`config.mk`:
```
export PLATFORM = sky130hd
export DESIGN_NAME = ecf_fifo
export DESIGN_NICKNAME = d
export VERILOG_FILES = /design/src/sv/ecf_fifo.sv
export SDC_FILE = /design/constraint.sdc
export NUM_CORES = 1
export LEC_CHECK = 0
export ABC_CLOCK_PERIOD_IN_PS = 3500
export BUFFER_PORTS_ARGS = -buffer_cell sky130_fd_sc_hd__buf_2
export CAP_MARGIN = 0
export CORE_ASPECT_RATIO = 1.25
export CORE_MARGIN = 2
export CORE_UTILIZATION = 55
export CTS_BUF_LIST = sky130_fd_sc_hd__clkbuf_8 sky130_fd_sc_hd__clkbuf_16
export DETAILED_ROUTE_END_ITERATION = 12
export PLACE_DENSITY = 0.79
export SLEW_MARGIN = 10
export SYNTH_ARGS = -nofsm -noshare
export SYNTH_HDL_FRONTEND = slang
export SYNTH_SLANG_ARGS = --single-unit
```
`constraint.sdc`:
```
create_clock -name clk -period 3.5 [get_ports clk]
set_input_delay 0.525 -clock clk [delete_from_list [all_inputs] [get_ports clk]]
set_output_delay 0.525 -clock clk [all_outputs]
set_load 0.02 [all_outputs]
```
`src/sv/ecf_fifo.sv`:
```
// ecf_fifo: small show-ahead queue in flops
// no dependencies
`default_nettype none
module ecf_fifo #(
	parameter int WIDTH = 8,
	parameter int DEPTH = 8
) (
	input  wire logic                       clk,
	input  wire logic                       arst_n,
	input  wire logic                       push,
	input  wire logic [WIDTH-1:0]           wdata,
	input  wire logic                       pop,
	output logic      [WIDTH-1:0]           rdata,
	output logic      [$clog2(DEPTH+1)-1:0] count,
	output logic                            empty
);

	localparam int PW = (DEPTH > 1) ? $clog2(DEPTH) : 1;
	localparam int CW = $clog2(DEPTH + 1);

	logic [WIDTH-1:0] mem_q [DEPTH];
	logic [PW-1:0]    wptr_q, rptr_q;
	logic [CW-1:0]    count_q;

	always_ff @(posedge clk or negedge arst_n) begin
		if (!arst_n) begin
			wptr_q  <= '0;
			rptr_q  <= '0;
			count_q <= '0;
		end else begin
			if (push) begin
				wptr_q <= (wptr_q == PW'(DEPTH - 1)) ? '0 : wptr_q + 1'b1;
			end
			if (pop) begin
				rptr_q <= (rptr_q == PW'(DEPTH - 1)) ? '0 : rptr_q + 1'b1;
			end
			if (push && !pop) begin
				count_q <= count_q + 1'b1;
			end else if (pop && !push) begin
				count_q <= count_q - 1'b1;
			end
		end
	end

	always_ff @(posedge clk) begin
		if (push) begin
			mem_q[wptr_q] <= wdata;
		end
	end

	assign rdata = mem_q[rptr_q];
	assign count = count_q;
	assign empty = (count_q == '0);

	a_no_overflow: assert property (@(posedge clk) disable iff (!arst_n)
		push |-> (count_q < CW'(DEPTH)))
		else $error("queue written while full");

	a_no_underflow: assert property (@(posedge clk) disable iff (!arst_n)
		pop |-> !empty)
		else $error("queue read while empty");

endmodule
`default_nettype wire

```
==> out/results.tsv, run 1 <==
metric	value	unit
sequential share of power	43.9	%
Syn Std Cell Area	0.00312	mm^2
clock transition at the registers of the reported paths	0.07	ns
H-Tree Level Count	3	
cell taking the most area after synthesis	edfxtp_1	
I/O pin count	25	
Int Power	0.00205	W
Post-synth EDFFs	64	
Critical Path AT	2.31	ns
Syn Nets	178	
Net Sw Frac	31.0	%
Setup-failing EPs final	0	
Lkg Pwr	1.29	nW
Max clock buf depth	2	
Synth top area share	61.7	%
layout cells sized above 1	32.3	%
Die ar.	0.00629	mm^2
most frequent cells in the layout	edfxtp_1 (64), buf_2 (24), clkbuf_8 (10), dfrtp_1 (10)	
commonest non-fill, non-tap cell in the layout	edfxtp_1	
clk sink count	74	
Worst setup EP type	primary output	
register bit total from synthesis	74	
CTS tree	built	
Total Wirelength	5120	um
largest net degree at the start of global routing	19	
Starting Density	57.3	%
vias in the first global route	1625	
Routed WL per cell	19.8	um
required time of the critical path	2.97	ns
DP Cell Count	243	
clock network fraction of design power	23.8	%
CP max stage delay	0.64	ns
critical path fanouts, max	11	
first-pass GRT wire length	8320	um
relative slew slack	39.6	%
initial DRC count	84	
die width	71.3	um
final hold vios	0	
Slew @ Worst Pin	0.903	ns
MaxCap Viol Count	0	
die height	88.2	um
GRT Total Usage	18.2	%
skew final	0.00940	ns
placer congestion estimate	0.736	
Peak VDD IR	0.000589	V
sequential share of the synthesized area	69.7	%
post-route minimum period	2.83	ns
top cells by area, synth	edfxtp_1 (62%), dfrtp_1 (8.0%), mux4_1 (6.7%)	
fin nets	210	
Core Box Area	0.00544	mm^2
Synth Flop Type	edfxtp_1	
Root Buffer	clkbuf_8	
# resized after CTS	0	
slowest CP cell	dfrtp_1	
Routed Antenna Nets	0	
grt total ovfl	0	
# Post-CTS Setup Buffers	0	
# diodes	0	
crit path kind	register to primary output	
latest clock arrival within the worst-skew pair	0.34	ns
outcome	complete, no violations	
worst path cell trace	buf_4 -> mux4_1 -> mux2_4 -> buf_2	
DRC	0	
P per Cell Area	848	mW/mm^2
hold crit path type	input port to async pin	
vias per inst	5.86	
CTS Hold Buffers Added	0	
antenna violations before repair	0	
Final HPWL DP	3480	um
post-layout util	64.5	%
DR vias	1518	
Gate power share	32.4	%
Std-Cell Rows	30	
final cell count without fillers	259	
Max Fclk	0.353	GHz
Synth async-reset ratio	13.5	%
I/O Buffers	24	
Yosys warnings	0	
Layout Area Growth over Synthesis	12.7	%
Pre-antenna DRT Iters	4	
Final Max Tran Viols	0	
Setup TNS	0	ns
CTS buffer count	9	
delay-heaviest family, CP	multiplexers	
RSZ-0062 raised after global routing	false	
period utilization	80.9	%
Synth cell types	28	
syn avg cell area	19.7	um^2
Bufs and invs on worst path	2	
Startpoint Class	register	
NetSw	0.000924	W
Mapped Cells	158	
==> final timing paths <==
kind | startpoint | endpoint | slack, ns | depth (start not counted)
setup / recovery | rptr_q[0] | rdata[3] | 0.67 | 4
max in group asynchronous | arst_n | wptr_q[1] | 3.26 | 1
min in group clk | wdata[4] | mem_q[3][4] | 0.45 | 1
hold reg to reg | count[2] | count[2] | 0.57 | 2
setup reg to reg | wptr_q[2] | mem_q[0][3] | 1.65 | 3
hold / removal | arst_n | rptr_q[2] | 0.04 | 1
==> final cells by class <==
type / instances / area (um^2)
Sequential cell: 74 / 2170
Inverter: 4 / 15.0
Fill cell: 372 / 1930
Timing Repair Buffer: 27 / 143
Clock buffer: 10 / 138
Tap cell: 64 / 80.1
Multi-Input combinational cell: 74 / 882
Clock inverter: 6 / 82.6
==> metal layers <==
layer | global-route usage [%] | share of wire (%) | vias to the layer above | wire, um
li1 | - | - | 705 | -
met1 | 23.3 | 42 | 785 | 2140
met2 | 30.6 | 54 | 21 | 2780
met3 | 3.22 | 2.2 | 7 | 115
met4 | 8.23 | 1.7 | 0 | 88
met5 | 0 | 0 | - | 0
==> power groups by stage <==
stage,Clock (W),Combinational [W],Sequential [W]
5_1_grt,0.000752,0.00105,0.00133
3_3_place_gp,0,0.000936,0.00131
2_1_floorplan,0,0.000807,0.00125
3_5_place_dp,0,0.000979,0.00133
6_report,0.000707,0.000964,0.00131
4_1_cts,0.000716,0.000981,0.00131
==> synth_stat cells (all sizes together), types with 2 or more instances <==
library cell and count:
a21oi 2, buf 3, clkbuf 3, dfrtp 10
edfxtp 64, ha 7, inv 4, mux2 13
mux4 16, nand2 5, nand2b 2, nand3 2
nand3b 3, nor2 8, nor3 3, o211ai 2
o21ai 3, xnor2 2
==> sequential cells by signal, summed over array words and instances, names as in the netlist <==
register / flops
rptr_q: 3
mem_q: 64
count: 4
wptr_q: 3
==> cells by family (layout without fill, tap and decap cells) <==
family          Yosys count  in the layout  synth area share [%]
flops                    74             74                  69.7
buf+inv                  10             47                  2.01
xor+xnor                  2              2                 0.562
fa+ha+maj                 8              8                  3.45
mux                      30             30                  18.5
compound gates            8              8                  1.65
simple gates             26             26                  4.14
==> metrics by stage <==
step / setup slack, ns / area [um^2] / hold slack, ns / power, W
after global routing: 0.534 / 3510 / 0.0420 / 0.00313
after CTS: 0.611 / 3510 / 0.0367 / 0.00301
final: 0.668 / 3510 / 0.0406 / 0.00298
after floorplan: 1.49 / 3120 / 0.229 / 0.00205
after detailed placement: 0.987 / 3290 / 0.401 / 0.00231
after global placement: 1.01 / 3290 / 0.396 / 0.00225
(Power assumes the default switching activity.)
==> run 2, diff against run 1 <==
- ABC_CLOCK_PERIOD_IN_PS: 3500 -> 2270
- CORE_UTILIZATION: 55 -> 53
- PLACE_DENSITY: 0.79 -> 0.8
- clock period: 3.5 -> 2.27 ns (I/O delays scaled with it)
==> run 2 against run 1 <==
  * Clock skew fell by 0.0054 ns
  * Core utilization down 1.5 points
  * Combinational power grew 100%
  * Sequential power rose by 51%
  * Final cell count up 5.4%
  * Global-route usage is 0.29 points lower
  * Count of clock-buffer cells in the layout shrank 1
  * Via count rose by 1.8%
  * Design area up 3.0%
  * Critical path depth stayed put
  * Sequential share of layout area is 1.7 points lower
  * Sequential cell count unchanged
  * Critical endpoint is now rdata[2]
  * Highest routed layer unchanged
==> out/results.tsv, run 2 (synthesis gave the netlist of run 1 again) <==
metric	value	unit
Die ar.	0.00651	mm^2
MaxCap Viol Count	0	
Final Max Tran Viols	0	
vias per inst	5.66	
Root Buffer	clkbuf_8	
slowest CP cell	mux4_2	
CTS buffer count	9	
Routed WL per cell	20.1	um
placer congestion estimate	0.673	
clock transition at the registers of the reported paths	0.07	ns
critical path fanouts, max	8	
final cell count without fillers	273	
Std-Cell Rows	31	
Max clock buf depth	2	
Biggest register	mem_q	
Worst setup EP type	primary output	
die width	72.6	um
I/O Buffers	24	
hold crit path type	input port to register	
skew final	0.00403	ns
Cell Area, Placed	0.00337	mm^2
DP Cell Count	253	
outcome	complete, no violations	
Setup-failing EPs final	0	
# diodes	0	
relative slew slack	58.5	%
clk sink count	74	
layout cells sized above 1	40.6	%
fin nets	222	
DR vias	1545	
die height	89.7	um
RSZ-0062 raised after global routing	true	
Core Box Area	0.00574	mm^2
Final HPWL DP	3540	um
delay-heaviest family, CP	multiplexers	
worst path cell trace	clkbuf_16 -> mux4_2 -> mux2_4 -> buf_6	
Layout Area Growth over Synthesis	16.1	%
Routed Antenna Nets	0	
Peak VDD IR	0.000723	V
Starting Density	54.3	%
pre-CTS WS	0.102	ns
Filler Cell Count	414	
Lkg Pwr	1.32	nW
largest net degree at the start of global routing	20	
Worst Setup Slack, final	0.0401	ns
Pre-antenna DRT Iters	4	
initial DRC count	85	
commonest non-fill, non-tap cell in the layout	edfxtp_1	
latest clock arrival within the worst-skew pair	0.33	ns
H-Tree Level Count	3	
max FFs per register	64	
CTS tree	built	
crit path kind	register to primary output	
period utilization	98.2	%
grt total ovfl	0	
first-pass GRT wire length	8380	um
I/O pin count	25	
P per Cell Area	1310	mW/mm^2
Max Fclk	0.448	GHz
post-route minimum period	2.23	ns
Total Wirelength	5480	um
GRT Total Usage	17.9	%
required time of the critical path	1.93	ns
most frequent cells in the layout	edfxtp_1 (64), mux4_2 (16), buf_2 (16), buf_4 (11), clkbuf_8 (9)	
DRC	0	
Critical Path AT	1.89	ns
Slew @ Worst Pin	0.622	ns
Hold WS	0.259	ns
multi-input gate area in the final layout	852	um^2
final hold vios	0	
Startpoint Class	register	
antenna violations before repair	0	
vias in the first global route	1612	
FF+latch area	0.00217	mm^2
CP max stage delay	0.50	ns
Bufs and invs on worst path	2	
Post-Layout Inst Area	0.00362	mm^2
run 2: cell types whose count changed in the layout (fill, tap and decap cells not counted), moves of 3 or more:
cell      before  now
buf_2         24   16
mux4_1         8    0
buf_4          3   11
clkinv_2       2    5
buf_6          0    8
mux4_2         8   16
run 2: per-layer routing:
metal / global-route usage, % / routed length [um]
met5: 0 / 0
met4: 7.87 / 80
met2: 29.7 / 2870
met1: 22.0 / 2310
met3: 4.37 / 223
run 2: worst paths after layout:
path | from | end | slack (ns) | cells past startpoint
min in group asynchronous | arst_n | wptr_q[2] | 0.40 | 2
worst max register to register | count[2] | count[3] | 0.53 | 4
max in group asynchronous | arst_n | rptr_q[0] | 1.65 | 2
worst min-delay path | pop | rptr_q[1] | 0.26 | 2
worst max-delay path | rptr_q[0] | rdata[2] | 0.04 | 4
worst min register to register | wptr_q[2] | wptr_q[2] | 0.57 | 1
run 2: cell type report:
type	count	area share [%]
Sequential cell	74	60.1
Multi-Input combinational cell	74	23.6
Timing Repair Buffer	39	9.20
Clock buffer	9	3.42
Tap cell	66	2.28
Clock inverter	7	1.00
Inverter	4	0.415
run 2: per-stage QoR:
step | setup TNS (ns) | power [W] | utilization, %
CTS | -0.00243 | 0.00447 | 61.5
finish | 0 | 0.00474 | 63.0
global route | -0.0589 | 0.00499 | 63.0
global placement | 0 | 0.00354 | 58.7
floorplan | 0 | 0.00317 | -
detailed placement | 0 | 0.00363 | 58.7
run 2: power by group:
part / total [W] / internal [W] / switching [W] / leakage [nW]
logic: 0.00194 / 0.00109 / 0.000842 / 0.534
registers: 0.00198 / 0.00174 / 0.000237 / 0.699
clock network: 0.000824 / 0.000382 / 0.000442 / 0.0860
run 2: worst register-to-register path: stages (launching register included):
cell	delay, ns
dfrtp_1	0.43
ha_1	0.38
or4_1	0.54
o211ai_1	0.16
o211ai_1	0.11
run 2: timing repair:
action | CTS | global route
buffers inserted | 0 | 1
hold endpoints to repair | 10 | 0
gates resized for setup | 2 | 24
gates cloned | 0 | 2
setup endpoints to repair | 2 | 8
hold buffers | 1 | 0
==> run 3, diff against run 2 <==
- BUFFER_PORTS_ARGS: -buffer_cell sky130_fd_sc_hd__buf_2 -> -buffer_cell sky130_fd_sc_hd__buf_4
- SKIP_CTS_REPAIR_TIMING: default -> 1
==> run 3 against run 2 <==
  * Design area rose by 0.35%
  * Routed wire length rose by 0.36%
  * Combinational power fell by 6%
  * Sequential share of layout area fell by 0.24 points
  * Critical path depth did not move
  * Sequential power barely moved
  * Via count rose by 3.4%
  * First-iteration DRC count rose by 5.9%
  * Setup slack got worse by 0.022 ns
  * Non-clock buffer count fell by 3
  * Die area did not move
  * Sequential cell count did not move
  * Critical path type unchanged
  * Critical endpoint is now rdata[1]
==> out/results.tsv, run 3 (synthesis gave the netlist of run 1 again) <==
metric	value	unit
antenna violations before repair	0	
Filler Cell Count	433	
CTS buffer count	9	
required time of the critical path	1.93	ns
grt total ovfl	0	
Routed Antenna Nets	0	
crit path kind	register to primary output	
Slew @ Worst Pin	0.692	ns
clk sink count	74	
clock transition at the registers of the reported paths	0.07	ns
first-pass GRT wire length	8470	um
GRT Total Usage	18.1	%
worst path cell trace	buf_12 -> mux4_1 -> mux2_4 -> buf_4	
Critical Path AT	1.91	ns
Setup-failing EPs final	0	
commonest non-fill, non-tap cell in the layout	edfxtp_1	
slowest CP cell	mux4_1	
Post-Layout Inst Area	0.00363	mm^2
Net Sw Frac	31.5	%
clock network fraction of design power	19.4	%
CTS tree	built	
Starting Density	54.3	%
fin nets	219	
Final HPWL DP	3660	um
Die ar.	0.00651	mm^2
largest net degree at the start of global routing	20	
H-Tree Level Count	3	
Gate power share	38.9	%
post-route minimum period	2.25	ns
Layout Area Growth over Synthesis	16.5	%
CP max stage delay	0.56	ns
DP Cell Count	252	
final hold vios	0	
Biggest register	mem_q	
Peak VDD IR	0.000645	V
I/O Buffers	24	
period utilization	99.2	%
skew final	0.00353	ns
# diodes	0	
Final Max Tran Viols	0	
Max clock buf depth	2	
Cell Area, Placed	0.00342	mm^2
max FFs per register	64	
final cell count without fillers	270	
die height	89.7	um
vias in the first global route	1628	
most frequent cells in the layout	edfxtp_1 (64), buf_4 (33), mux4_2 (9), clkbuf_8 (9), dfrtp_1 (9)	
vias per inst	5.92	
RSZ-0062 raised after global routing	true	
I/O pin count	25	
P per Cell Area	1290	mW/mm^2
sequential share of power	41.7	%
Startpoint Class	register	
relative slew slack	53.9	%
Worst setup EP type	primary output	
hold crit path type	input port to register	
Lkg Pwr	1.34	nW
latest clock arrival within the worst-skew pair	0.33	ns
MaxCap Viol Count	0	
Std-Cell Rows	31	
Root Buffer	clkbuf_8	
outcome	complete, no violations	
layout cells sized above 1	33.8	%
post-layout util	63.2	%
placer congestion estimate	0.775	
Total Wirelength	5500	um
Total Power	0.00468	W
Routed WL per cell	20.4	um
DR vias	1598	
Max Fclk	0.444	GHz
die width	72.6	um
DRC	0	
Pre-antenna DRT Iters	4	
initial DRC count	90	
Core Box Area	0.00574	mm^2
critical path fanouts, max	10	
Int Power	0.00321	W
NetSw	0.00147	W
## run 3: through the flow
step                      TNS, ns  hold slack [ns]  setup slack (ns)
after floorplan                 0           0.0449             0.444
after CTS                 -0.0198           -0.183           -0.0165
after detailed placement        0            0.177             0.121
after global placement          0            0.170             0.264
after global routing       -0.128            0.225           -0.0273
final                           0            0.240            0.0178
## run 3: layout make-up
class	instances	area, um^2	share of cell area, %
clock buffers	9	124	3.41
multi-input cells	74	878	24.2
well taps	66	82.6	2.28
flip-flops and latches	74	2170	59.9
clock inverters	7	53.8	1.48
repair buffers	36	303	8.34
inverters	4	15.0	0.414
## run 3: path summary, 6_finish.rpt
path / startpoint / slack, ns / to / cells past startpoint
hold / removal: wdata[0] / 0.24 / mem_q[4][0] / 1
setup reg to reg: count[2] / 0.59 / count[3] / 4
max in group asynchronous: arst_n / 1.74 / rptr_q[0] / 2
min in group asynchronous: arst_n / 0.38 / wptr_q[0] / 2
hold reg to reg: wptr_q[2] / 0.57 / wptr_q[2] / 1
setup / recovery: rptr_q[0] / 0.02 / rdata[1] / 4
## run 3: power groups by stage
stage | clock network, W | logic (W) | registers, W
floorplan | 0 | 0.00124 | 0.00192
global placement | 0 | 0.00169 | 0.00194
detailed placement | 0 | 0.00179 | 0.00197
CTS | 0.000927 | 0.00179 | 0.00194
global route | 0.000995 | 0.00195 | 0.00198
finish | 0.000907 | 0.00182 | 0.00195
## run 3: routing by layer
metal  track usage (%)  share of wire (%)  vias to the layer above  wire length (um)
li1                  -                  -                      719                 -
met1              21.2                 42                      833              2300
met2              31.1                 53                       37              2900
met3              4.37                3.8                        9               211
met4              7.56                1.5                        0                84
met5                 0                  0                        -                 0
## run 3: worst max-delay path, delay by kind of cell, from the launching register on
| kind | cells | cell delay (ns) |
|---|---|---|
| buffers and inverters | 2 | 0.32 |
| muxes | 2 | 0.85 |
| DFF | 1 | 0.41 |
