==> src/sv/ecf_pkg.sv <==
// ecf_pkg: shared types, constants and register codes of the effective
// cloud fraction evaluator
// no dependencies
`default_nettype none
package ecf_pkg;

	localparam int MAX_LEVELS_DEF = 64;
	localparam int NUM_BINS_DEF   = 16;

	localparam int CMD_W   = 1;
	localparam int LVL_W   = 8;
	localparam int LBIN_W  = 4;
	localparam int COEF_W  = 20;
	localparam int RH_W    = 18;
	localparam int FRAC_W  = 17;
	localparam int BW_W    = 18;
	localparam int LIM_W   = 18;
	localparam int TOL_W   = 17;
	localparam int ACT_W   = 7;
	localparam int BIN_FW  = 6;
	localparam int CFG_IDX_W  = 8;
	localparam int CFG_DATA_W = 18;

	// scaling datapath
	localparam int PROD_W = 2 * FRAC_W;
	localparam int NUM_W  = 36;
	localparam int MAG_W  = 35;
	localparam int DEN_W  = 33;
	localparam int QUO_W  = 20;
	localparam int DVD_W  = 56;
	localparam int SCALE_LAT = 26;

	localparam int ITEM_DEPTH = 8;
	localparam int OUT_DEPTH  = 32;

	localparam logic signed [COEF_W-1:0] HALF_Q16 = 20'sd32768;
	localparam logic signed [COEF_W-1:0] SAT_MAX  = 20'sd524287;
	localparam logic signed [COEF_W-1:0] SAT_MIN  = -20'sd524288;

	localparam logic CMD_LOAD    = 1'b0;
	localparam logic CMD_COMPUTE = 1'b1;

	localparam logic [CFG_IDX_W-1:0] REG_BIN_WIDTH      = 8'd0;
	localparam logic [CFG_IDX_W-1:0] REG_LAST_BIN_LIMIT = 8'd1;
	localparam logic [CFG_IDX_W-1:0] REG_DENOM_TOL      = 8'd2;
	localparam logic [CFG_IDX_W-1:0] REG_ACTIVE_LEVELS  = 8'd3;

	typedef struct packed {
		logic [BW_W-1:0]  bin_width;
		logic [LIM_W-1:0] last_bin_limit;
		logic [TOL_W-1:0] denom_tol;
		logic [ACT_W-1:0] active_levels;
	} cfg_t;

	typedef struct packed {
		logic                     is_load;
		logic                     wr_ok;
		logic                     active;
		logic [LVL_W-1:0]         level;
		logic [BIN_FW-1:0]        bin;
		logic signed [COEF_W-1:0] coef_l;
		logic signed [COEF_W-1:0] coef_i;
		logic [FRAC_W-1:0]        cl;
		logic [FRAC_W-1:0]        cf;
	} item_t;

	typedef struct packed {
		logic valid;
		logic compute;
		logic active;
		logic fb;
	} ctl_t;

	typedef struct packed {
		logic signed [COEF_W-1:0] eff_l;
		logic signed [COEF_W-1:0] eff_i;
		logic                     fb;
	} res_t;

endpackage
`default_nettype wire

==> src/sv/ecf_front.sv <==
// ecf_front: accepts items, classifies them and finds the humidity bin
// with a short restoring division pipeline; uses ecf_pkg
`default_nettype none
module ecf_front #(
	parameter int MAX_LEVELS = ecf_pkg::MAX_LEVELS_DEF,
	parameter int NUM_BINS   = ecf_pkg::NUM_BINS_DEF,
	parameter int QDEPTH     = ecf_pkg::ITEM_DEPTH
) (
	input  wire logic                                clk,
	input  wire logic                                arst_n,
	input  wire ecf_pkg::cfg_t                       cfg,
	input  wire logic                                in_valid,
	output logic                                     in_stall,
	input  wire logic [ecf_pkg::CMD_W-1:0]           cmd,
	input  wire logic [ecf_pkg::LVL_W-1:0]           level,
	input  wire logic [ecf_pkg::LBIN_W-1:0]          load_bin,
	input  wire logic signed [ecf_pkg::COEF_W-1:0]   coef_liquid,
	input  wire logic signed [ecf_pkg::COEF_W-1:0]   coef_ice,
	input  wire logic [ecf_pkg::RH_W-1:0]            rel_humidity,
	input  wire logic [ecf_pkg::FRAC_W-1:0]          liquid_fraction,
	input  wire logic [ecf_pkg::FRAC_W-1:0]          ice_fraction,
	input  wire logic [$clog2(QDEPTH+1)-1:0]         q_count,
	output logic                                     push,
	output ecf_pkg::item_t                           push_item
);

	localparam int BINW = $clog2(NUM_BINS);
	localparam int NST  = BINW + 1;
	localparam int DW   = ecf_pkg::RH_W + BINW;
	localparam int IFW  = $clog2(NST + 1);

	typedef struct packed {
		logic           vld;
		ecf_pkg::item_t item;
		logic           sat;
		logic [DW-1:0]  rem;
		logic [BINW-1:0] quo;
	} fst_t;

	fst_t           stg_s [NST];
	fst_t           nxt [1:BINW];
	fst_t           s0_d;
	logic [IFW-1:0] inflight_q;
	logic           acc;
	logic           lvl_in_tab;
	logic [6:0]     bsel;

	assign in_stall = (int'(q_count) + int'(inflight_q)) >= QDEPTH;
	assign acc = in_valid && !in_stall;

	always_comb begin
		lvl_in_tab = 9'(level) < 9'(MAX_LEVELS);
		s0_d = '0;
		s0_d.vld = acc;
		s0_d.item.is_load = (cmd == ecf_pkg::CMD_LOAD);
		s0_d.item.wr_ok = lvl_in_tab && (7'(load_bin) < 7'(NUM_BINS));
		s0_d.item.active = lvl_in_tab && (9'(level) < 9'(cfg.active_levels));
		s0_d.item.level = level;
		s0_d.item.bin = ecf_pkg::BIN_FW'(load_bin);
		s0_d.item.coef_l = coef_liquid;
		s0_d.item.coef_i = coef_ice;
		s0_d.item.cl = liquid_fraction;
		s0_d.item.cf = ice_fraction;
		// above the last bin limit, zero bin width or a quotient that would not fit the bin field: last bin
		s0_d.sat = (rel_humidity > cfg.last_bin_limit) || (cfg.bin_width == '0)
			|| (DW'(rel_humidity) >= (DW'(cfg.bin_width) << BINW));
		s0_d.rem = DW'(rel_humidity);
		s0_d.quo = '0;
	end

	for (genvar i = 1; i <= BINW; i++) begin : g_div
		localparam int K = BINW - i;
		always_comb begin
			nxt[i] = stg_s[i-1];
			if (stg_s[i-1].rem >= (DW'(cfg.bin_width) << K)) begin
				nxt[i].rem = stg_s[i-1].rem - (DW'(cfg.bin_width) << K);
				nxt[i].quo[K] = 1'b1;
			end
		end
	end

	always_ff @(posedge clk or negedge arst_n) begin
		if (!arst_n) begin
			for (int i = 0; i < NST; i++) begin
				stg_s[i] <= '0;
			end
			inflight_q <= '0;
		end else begin
			stg_s[0] <= s0_d;
			for (int i = 1; i < NST; i++) begin
				stg_s[i] <= nxt[i];
			end
			if (acc && !stg_s[BINW].vld) begin
				inflight_q <= inflight_q + 1'b1;
			end else if (!acc && stg_s[BINW].vld) begin
				inflight_q <= inflight_q - 1'b1;
			end
		end
	end

	always_comb begin
		bsel = (stg_s[BINW].sat || (7'(stg_s[BINW].quo) > 7'(NUM_BINS - 1)))
			? 7'(NUM_BINS - 1) : 7'(stg_s[BINW].quo);
		push_item = stg_s[BINW].item;
		if (!stg_s[BINW].item.is_load) begin
			push_item.bin = bsel[ecf_pkg::BIN_FW-1:0];
		end
	end

	assign push = stg_s[BINW].vld;

	a_bin_range: assert property (@(posedge clk) disable iff (!arst_n)
		(push && !push_item.is_load) |-> (7'(push_item.bin) < 7'(NUM_BINS)))
		else $error("compute request left front with bin outside table");

endmodule
`default_nettype wire

==> config.mk <==
export PLATFORM = sky130hd
export DESIGN_NAME = ecf_front
export DESIGN_NICKNAME = d
export VERILOG_FILES = /design/src/sv/ecf_pkg.sv /design/src/sv/ecf_front.sv
export SDC_FILE = /design/constraint.sdc
export NUM_CORES = 1
export LEC_CHECK = 0
export BUFFER_PORTS_ARGS = -buffer_cell sky130_fd_sc_hd__buf_2
export CORE_MARGIN = 4
export CORE_UTILIZATION = 59
export CTS_BUF_LIST = sky130_fd_sc_hd__clkbuf_4 sky130_fd_sc_hd__clkbuf_8
export DETAILED_ROUTE_END_ITERATION = 6
export HOLD_SLACK_MARGIN = 0.08
export PLACE_DENSITY = 0.79
export SETUP_SLACK_MARGIN = 0.2
export SLEW_MARGIN = 25
export SYNTH_ARGS = -nofsm -noshare
export SYNTH_HDL_FRONTEND = slang
export SYNTH_SLANG_ARGS = --single-unit
==> constraint.sdc <==
create_clock -name clk -period 3.2 [get_ports clk]
set_input_delay 0.96 -clock clk [delete_from_list [all_inputs] [get_ports clk]]
set_output_delay 0.96 -clock clk [all_outputs]
set_load 0.05 [all_outputs]
==> results of run 1 <==
[cell usage after synthesis (9+ instances only)]
| library cell | instances | share of area, % |
|---|---|---|
| a21oi_1 | 52 | 1.3 |
| nor3_1 | 14 | 0.36 |
| dfrtp_1 | 552 | 71 |
| nand2b_1 | 11 | 0.35 |
| o21ai_0 | 66 | 1.7 |
| nor2_1 | 38 | 0.73 |
| mux2_2 | 19 | 1.1 |
| xor2_1 | 20 | 0.90 |
| ha_1 | 111 | 7.1 |
| nand2_1 | 68 | 1.3 |
| nand4_1 | 9 | 0.29 |
| inv_1 | 68 | 1.3 |
| xnor2_1 | 24 | 1.1 |
| clkbuf_1 | 11 | 0.21 |
| nor2b_1 | 16 | 0.51 |
| buf_4 | 89 | 3.4 |
| a21o_1 | 30 | 1.2 |
| nand3_1 | 18 | 0.46 |
| a31oi_1 | 9 | 0.29 |
[sequential cells by signal, summed over array words and instances, names as in the netlist]
register	flops
push_item	85
stg_s	93
nxt	370
inflight_q	3
push	1
[metal layers]
metal	part of all wire [%]	GRT usage, %	vias up
met5	0.055	0	-
met4	2.7	8.10	4
met3	5.2	4.55	69
met2	52	39.2	326
met1	40	27.3	5468
li1	-	-	5254
[cells in the final DEF (no fill, tap or decap), drive strengths merged, types with 4 or more instances in the layout]
cell	synthesis	final
or3	4	4
a31oi	10	10
clkbuf	11	132
nor4	8	8
o21a	8	8
a21boi	5	5
a211oi	7	7
clkinv	0	8
o21bai	5	5
mux2i	4	4
ha	111	111
buf	94	389
xnor2	24	24
inv	69	73
a21oi	53	53
dfrtp	552	552
o31a	4	4
nor2	38	38
a21o	30	30
fa	5	5
nor2b	16	16
nand3	19	19
nand4b	4	4
nor3	14	14
xor2	20	20
nand2b	11	11
o211ai	7	7
o21ai	67	67
and4	7	7
nand4	9	9
mux2	19	19
nand2	68	68
[critical path: cells and delay by family]
family / cells / cell delay, ps
muxes: 1 / 90
adders and majority gates: 2 / 530
and+or+nand+nor: 2 / 180
buffers and inverters: 3 / 280
[power groups by stage]
stage / sequential (mW) / combinational, mW / clock, mW
after floorplan: 7.78 / 1.52 / 0
after global placement: 7.81 / 2.25 / 0
after detailed placement: 7.86 / 2.34 / 0
after CTS: 7.74 / 2.40 / 6.15
after global routing: 7.78 / 2.68 / 6.52
final: 7.74 / 2.41 / 5.96
[path summary, 6_finish.rpt]
path,start,endpoint,slack [ps],cells past startpoint
setup / recovery,q_count[0],in_stall,200,8
hold / removal,arst_n,stg_s[126],320,1
setup reg to reg,stg_s[243],stg_s[142],530,11
hold reg to reg,nxt[72],push_item[45],340,0
max in group asynchronous,arst_n,nxt[70],2030,2
min in group clk,nxt[72],push_item[45],340,0
[what timing repair did]
action / CTS / global route
endpoints found under the setup margin: 1 / 1
pin swaps: 0 / 1
buffers inserted: 3 / 1
resized for setup: 3 / 3
[metrics by stage]
step                area (µm²)  util [%]  cells
finish                   23600      72.4   2225
global placement         21700      66.7   2070
global route             23600      72.4   2224
floorplan                19500         -   1348
detailed placement       21700      66.7   2070
CTS                      23500      72.3   2221
[layout make-up]
type                            instances  area (µm²)  share of cell area [%]
Multi-Input combinational cell        622        4730                    20.1
Clock inverter                         16         163                   0.690
Timing Repair Buffer                  389        2390                    10.1
Tap cell                              442         553                    2.35
Antenna cell                            3        7.51                  0.0319
Inverter                               69         264                    1.12
Clock buffer                          132        1640                    6.97
Sequential cell                       552       13800                    58.6
[cells by family (layout without fill, tap and decap cells)]
group                    Yosys count  after routing
AND/OR/NAND/NOR                  216            216
flip-flops                       552            552
other                              1              5
AO/OA/AOI/OAI                    221            221
buffers and inverters            174            606
adder cells (fa/ha/maj)          116            116
multiplexers                      23             23
XOR/XNOR                          44             44
==> impl_metrics.ini, run 1 <==
[global_routing]
grt_pass1_vias = 12400
grt_max_degree = 82
overflow = 0
grt_first_pass_wirelength_mm = 62.4
antenna_found_initial = 4
grt_usage_pct = 22.2

[setup_path]
crit_chain = buf_2, ha_1, inv_1, fa_1, nand2_1, mux2i_2, nand2b_4, buf_8
crit_type = in2out
crit_path_start_kind = input pin
critical-path-slowest-cell = fa_1
worstPathMaxFanout = 2
arrival_ps = 2040
required_ps = 2240
critPathCaptureType = output port
critPathMaxStageDelay_ps = 360

[sta]
hold_viol_final = 0
tightest_slew_ps = 578
fmax_ghz = 0.333
rsz0062_at_grt = true
tns_ps = 0
finalCritPeriodShare_pct = 93.9
setup_viol = 0
worst_slack_ps = 196
fin_crit_ps = 3000
final.setup_skew_ps = 15.5
slew_viol_final = 0
maxSlewHeadroom_pct = 61.1
whs_ps = 317

[cts]
cts_hold_buf = 0
cts.sinks = 552
path_clk_slew_ps = 60
cts_tree = done
h-tree-depth = 3
cts_buffer_depth = 3
root_buffer = clkbuf_8
insertion_delay_ps = 620
numCtsBuffers = 83

[logic_synthesis]
synth_xor_area_share_pct = 1.98
synth_compound_area_share_pct = 7.20
synth_edf_count = 0
synth_top_family_by_area = adder cells
ys_types = 66
synth_area_mm2 = 0.0194
ys_ff_latch = 552
synthSimpleGateAreaFrac_pct = 5.66
synthMuxAreaShare_pct = 1.31
netlist_instances = 1347
synthFlopType = dfrtp_1
synthAdderAreaFrac_pct = 7.66
syn_avg_cell_area_um2 = 14.4
seq_area_frac_synth_pct = 71.1
synth-async-reset-ratio_pct = 100
yosysWarnings = 0

[power_and_ir_drop]
power_density_mw_per_mm2 = 684
combPwrFrac_pct = 14.9
ir_drop_v = 0.000426
power_mw = 16.1
seqPwrFrac_pct = 48.0
clock_power_share_pct = 37.0
p_leak_nw = 11.7
power.switching_mw = 4.11
p_sw_share_pct = 25.5
p_int_mw = 12.0

[floorplan]
ios = 265
die_h_um = 190
initial_core_util_pct = 59.7
die_w_um = 190
die-area_mm2 = 0.0359
fp.coreArea_mm2 = 0.0325
row_count = 66

[layout]
syn_to_final_growth_pct = 21.2
num-nets-final = 2005
nFillCells = 2144
drive_gt1_share_pct = 32.5

[placed_design]
hpwl_mm = 27.8
gp_congestion = 0.841
io_buffers = 245
place_ws_ps = -235

[flow_run]
cap_violations = 0

[drt]
dr.pass1.iters = 5
via_count = 11100
wl_per_cell_um = 17.2
totalWireLength_mm = 38.3
final_antenna_net_count = 0
drtIter0Drc = 510
post_drt_via_cell_ratio = 5.00
drc = 0

[status]
status = finished clean

[worst_hold_path]
hold_path.class = in2async
Note: power is estimated with default switching activity, not from simulation.
==> run 2: changes to the inputs <==
Settings changed: CORE_MARGIN 4 to 10, CORE_UTILIZATION 59 to 64, PLACE_DENSITY 0.79 to 0.84, SLEW_MARGIN 25 to 20.
Clock period 3.2 ns to 3.7 ns, I/O delays scaled along.
==> run 2 against run 1 <==
  * Clock-buffer cell count down 2
  * Sequential share of layout area up 2.2 points
  * Core utilization up 3.8 points
  * Routed wire length up 2.9%
  * Largest power group unchanged
  * First-iteration DRC count down 3.1%
  * Setup slack better by 97 ps
  * Die area up 5.1%
  * Critical path depth unchanged
  * Final area down 3.7%
  * Flip-flop and latch count unchanged
==> impl_metrics.ini, run 2 (synthesis gave the netlist of run 1 again) <==
[sta]
worst_slack_ps = 293
final.setup_skew_ps = 34.0
maxSlewHeadroom_pct = 61.3
fin_crit_ps = 3410
tightest_slew_ps = 581
hold_viol_final = 0
finalCritPeriodShare_pct = 92.1
rsz0062_at_grt = false
whs_ps = 328
setup_viol = 0
fmax_ghz = 0.294
slew_viol_final = 0
tns_ps = 0

[worst_hold_path]
hold_depth = 0
hold_start = nxt[389]
hold_path.class = reg2reg
hold_end = nxt[270]

[global_routing]
grt_first_pass_wirelength_mm = 63.4
antenna_found_initial = 1
grt_pass1_vias = 12500
grt_usage_pct = 20.9
grt_max_degree = 89
overflow = 0

[setup_path]
crit_chain = buf_2, ha_1, inv_1, fa_1, nand2_1, mux2i_1, nand2b_1, buf_6
reg2reg_from = stg_s[363]
critPathMaxStageDelay_ps = 380
critical-path-slowest-cell = fa_1
required_ps = 2590
critPathCaptureType = output port
worstPathMaxFanout = 2
crit_type = in2out
arrival_ps = 2300
worst_r2r_endpoint = stg_s[260]
crit_path_start_kind = input pin
worst_r2r_path_depth = 11
rrSetupSlack_ps = 930

[placed_design]
gp_congestion = 0.995
hpwl_mm = 28.4
place_inst = 1932
io_buffers = 245
place_ws_ps = 54.1

[cts]
post_cts.repair.setup_buffers = 0
numCtsBuffers = 82
cts_tree = done
path_clk_slew_ps = 70
insertion_delay_ps = 620
root_buffer = clkbuf_8
cts_resized = 0
cts_hold_buf = 0
h-tree-depth = 3
cts.sinks = 552
cts_buffer_depth = 3

[floorplan]
fp.coreArea_mm2 = 0.0298
die_w_um = 194
ios = 265
die-area_mm2 = 0.0377
row_count = 63
initial_core_util_pct = 65.2
die_h_um = 194

[power_and_ir_drop]
power_density_mw_per_mm2 = 605
p_leak_nw = 11.2
ir_drop_v = 0.000333

[layout]
fin_util_pct = 76.2
num-nets-final = 1914
diodes = 0
largest_register_ffs = 370
final_common_cell = dfrtp_1
drive_gt1_share_pct = 28.1
mostFrequentLayoutCells = 552 x dfrtp_1, 243 x buf_2, 111 x ha_1, 105 x clkbuf_8
syn_to_final_growth_pct = 16.7
finalNonFillerCells = 2077

[drt]
wl_per_cell_um = 19.0
final_antenna_net_count = 0
dr.pass1.iters = 5
post_drt_via_cell_ratio = 5.31
totalWireLength_mm = 39.4
drc = 0
drtIter0Drc = 494
via_count = 11000

[status]
status = finished clean

[flow_run]
cap_violations = 0
[run 2: cell count changes in the layout (fill, tap and decap cells not counted), sizes merged]
cell      previous run  this run
buf                389       299
bufinv               2         1
clkinvlp             2         1
clkbuf             132       130
diode                3         0
clkinv               8         9
[run 2: cell type report]
cell class / count / area (µm²)
multi-input combinational: 622 / 4630
sequential: 552 / 13800
clock inverter: 15 / 155
tap: 390 / 488
timing repair buffer: 299 / 1710
fill: 1752 / 7100
clock buffer: 130 / 1630
inverter: 69 / 259
[run 2: stage by stage]
stage	cell area, µm²	power (mW)
after floorplan	19400	8.01
after global placement	20900	8.51
after detailed placement	20900	8.65
after CTS	22700	13.9
after global routing	22700	14.4
final	22700	13.7
[run 2: worst max path at each step]
| stage | startpoint | to | cells after the start |
|---|---|---|---|
| after detailed placement | cfg[59] | stg_s[142] | 10 |
| after global routing | q_count[0] | in_stall | 8 |
| final | q_count[0] | in_stall | 8 |
| after floorplan | cfg[50] | stg_s[374] | 12 |
| after global placement | cfg[44] | stg_s[248] | 10 |
| after CTS | q_count[0] | in_stall | 8 |
[run 2: worst max-delay path: cells and delay by family]
family,cells,cell delay (ps)
buf+inv,3,340
simple gates,2,230
mux,1,70
fa+ha+maj,2,560
[run 2: report_power, final]
group | switching [mW] | leakage (nW) | internal [mW] | total (mW)
clock network | 2.26 | 0.949 | 2.90 | 5.16
logic | 1.14 | 3.77 | 0.737 | 1.88
registers | 0.191 | 6.49 | 6.50 | 6.69
[run 2: routing by layer]
| metal | GRT usage [%] | routed length [µm] | vias to the layer above |
|---|---|---|---|
| met5 | 0 | 13 | - |
| met4 | 7.58 | 1020 | 2 |
| met3 | 5.05 | 2450 | 82 |
| met2 | 36.9 | 20500 | 427 |
| met1 | 24.4 | 15400 | 5475 |
| li1 | - | - | 5049 |
==> run 3: changes to the inputs <==
Settings changed: CELL_PAD_IN_SITES_DETAIL_PLACEMENT set to 2, CELL_PAD_IN_SITES_GLOBAL_PLACEMENT set to 2, CORE_UTILIZATION 64 to 25, PLACE_DENSITY 0.84 to 0.5.
==> run 3 against run 2 <==
  * Clock skew decreased by 8.6 ps
  * Register-to-register slack about the same
  * Cell count grew 35%
  * Setup slack improved by 42 ps
  * First-iteration DRC count shrank 45%
  * Core utilization shrank 45 points
==> impl_metrics.ini, run 3 (synthesis gave the netlist of run 1 again) <==
[cts]
insertion_delay_ps = 680
post_cts.repair.setup_buffers = 0
h-tree-depth = 3
cts.sinks = 552
numCtsBuffers = 94
root_buffer = clkbuf_8
path_clk_slew_ps = 60
cts_buffer_depth = 3
cts_tree = done
cts_resized = 0
cts_hold_buf = 0

[setup_path]
critPathMaxStageDelay_ps = 350
critPathCaptureType = output port
crit_buf_inv = 3
cpMostUsedCell = buf_2
worstPathMaxFanout = 2
crit_path_start_kind = input pin
cpLargestDelayFamily = adder cells
crit_chain = buf_2, ha_1, inv_1, fa_1, nand2_1, mux2i_1, nand2b_1, buf_2
arrival_ps = 2250
required_ps = 2590
crit_type = in2out
rrSetupSlack_ps = 940
critical-path-slowest-cell = fa_1

[floorplan]
die-area_mm2 = 0.0893
die_w_um = 299
ios = 265
row_count = 102
initial_core_util_pct = 25.2
fp.coreArea_mm2 = 0.0772
die_h_um = 299

[global_routing]
grt_usage_pct = 10.7
grt_first_pass_wirelength_mm = 74.6
overflow = 0
grt_pass1_vias = 13300
antenna_found_initial = 4
grt_max_degree = 72

[power_and_ir_drop]
ir_drop_v = 0.000207
p_leak_nw = 11.7
power_density_mw_per_mm2 = 607

[drt]
wl_per_cell_um = 16.8
drtIter0Drc = 270
via_count = 11300
dr.pass1.iters = 4
post_drt_via_cell_ratio = 4.02
final_antenna_net_count = 0
totalWireLength_mm = 47.1
drc = 0

[sta]
maxSlewHeadroom_pct = 51.4
slew_viol_final = 0
hold_viol_final = 0
finalCritPeriodShare_pct = 90.9
tightest_slew_ps = 722
setup_viol = 0
final.setup_skew_ps = 25.3
rsz0062_at_grt = false
fmax_ghz = 0.297
fin_crit_ps = 3360

[worst_hold_path]
hold_path.class = reg2reg

[placed_design]
io_buffers = 245
place_inst = 2633
gp_congestion = 0.795
placed_area_mm2 = 0.0221
hpwl_mm = 35.5

[layout]
finish.instance_area_mm2 = 0.0243
fin_util_pct = 31.5
drive_gt1_share_pct = 31.1
mostFrequentLayoutCells = 552 x dfrtp_1, 244 x buf_2, 119 x clkbuf_8, 111 x ha_1, 96 x buf_4
finalNonFillerCells = 2803
syn_to_final_growth_pct = 25.0
num-nets-final = 1977
largest_register_ffs = 370
final_common_cell = dfrtp_1

[flow_run]
cap_violations = 0

[status]
status = finished clean
run 3: cell types whose count changed in the layout (fill, tap and decap cells not counted), sizes merged:
cell,before,now
clkbuf,130,151
clkinvlp,1,0
bufinv,1,4
inv,73,75
diode,0,2
buf,299,350
clkinv,9,7
run 3: power breakdown:
part | switching [mW] | leakage (nW) | internal, mW
registers | 0.173 | 6.49 | 6.50
clock network | 2.48 | 1.14 | 3.54
logic | 1.22 | 4.03 | 0.821
total | 3.88 | 11.7 | 10.9
run 3: worst register-to-register path, stage by stage, from the launching register on:
cell and delay, ps:
dfrtp_1 380, ha_1 290, nor2b_1 150, o31a_1 280
nor3_1 290, o21ai_1 140, buf_4 170, a22oi_1 220
and2_1 230, buf_12 160, mux2_2 350
run 3: per-layer routing:
| layer | GRT usage, % | part of all wire [%] |
|---|---|---|
| met5 | 0 | 0 |
| met4 | 4.04 | 2.7 |
| met3 | 2.85 | 4.6 |
| met2 | 19.8 | 54 |
| met1 | 11.4 | 39 |
run 3: worst paths after layout:
kind	startpoint	end	cells after the start
max in group asynchronous	arst_n	stg_s[484]	3
setup reg to reg	stg_s[484]	stg_s[368]	10
hold / removal	nxt[331]	nxt[212]	0
setup / recovery	q_count[0]	in_stall	8
min in group asynchronous	arst_n	nxt[152]	1
hold reg to reg	nxt[331]	nxt[212]	0
run 3: layout make-up:
| class | count | area [µm²] |
|---|---|---|
| diodes | 2 | 5.00 |
| clock buffers | 151 | 1880 |
| clock inverters | 17 | 277 |
| fillers | 8117 | 52900 |
| inverters | 69 | 259 |
| multi-input cells | 622 | 4630 |
| flip-flops and latches | 552 | 13800 |
| well taps | 1040 | 1300 |
| repair buffers | 350 | 2140 |
run 3: metrics by stage:
stage	power (mW)	setup TNS (ps)	setup WS, ps	hold slack (ps)
after CTS	15.1	0	312	311
after floorplan	8.01	0	302	331
final	14.7	0	335	322
after global placement	8.79	-89.8	-47.0	331
after global routing	15.7	0	245	317
after detailed placement	8.88	-608	-81.9	336
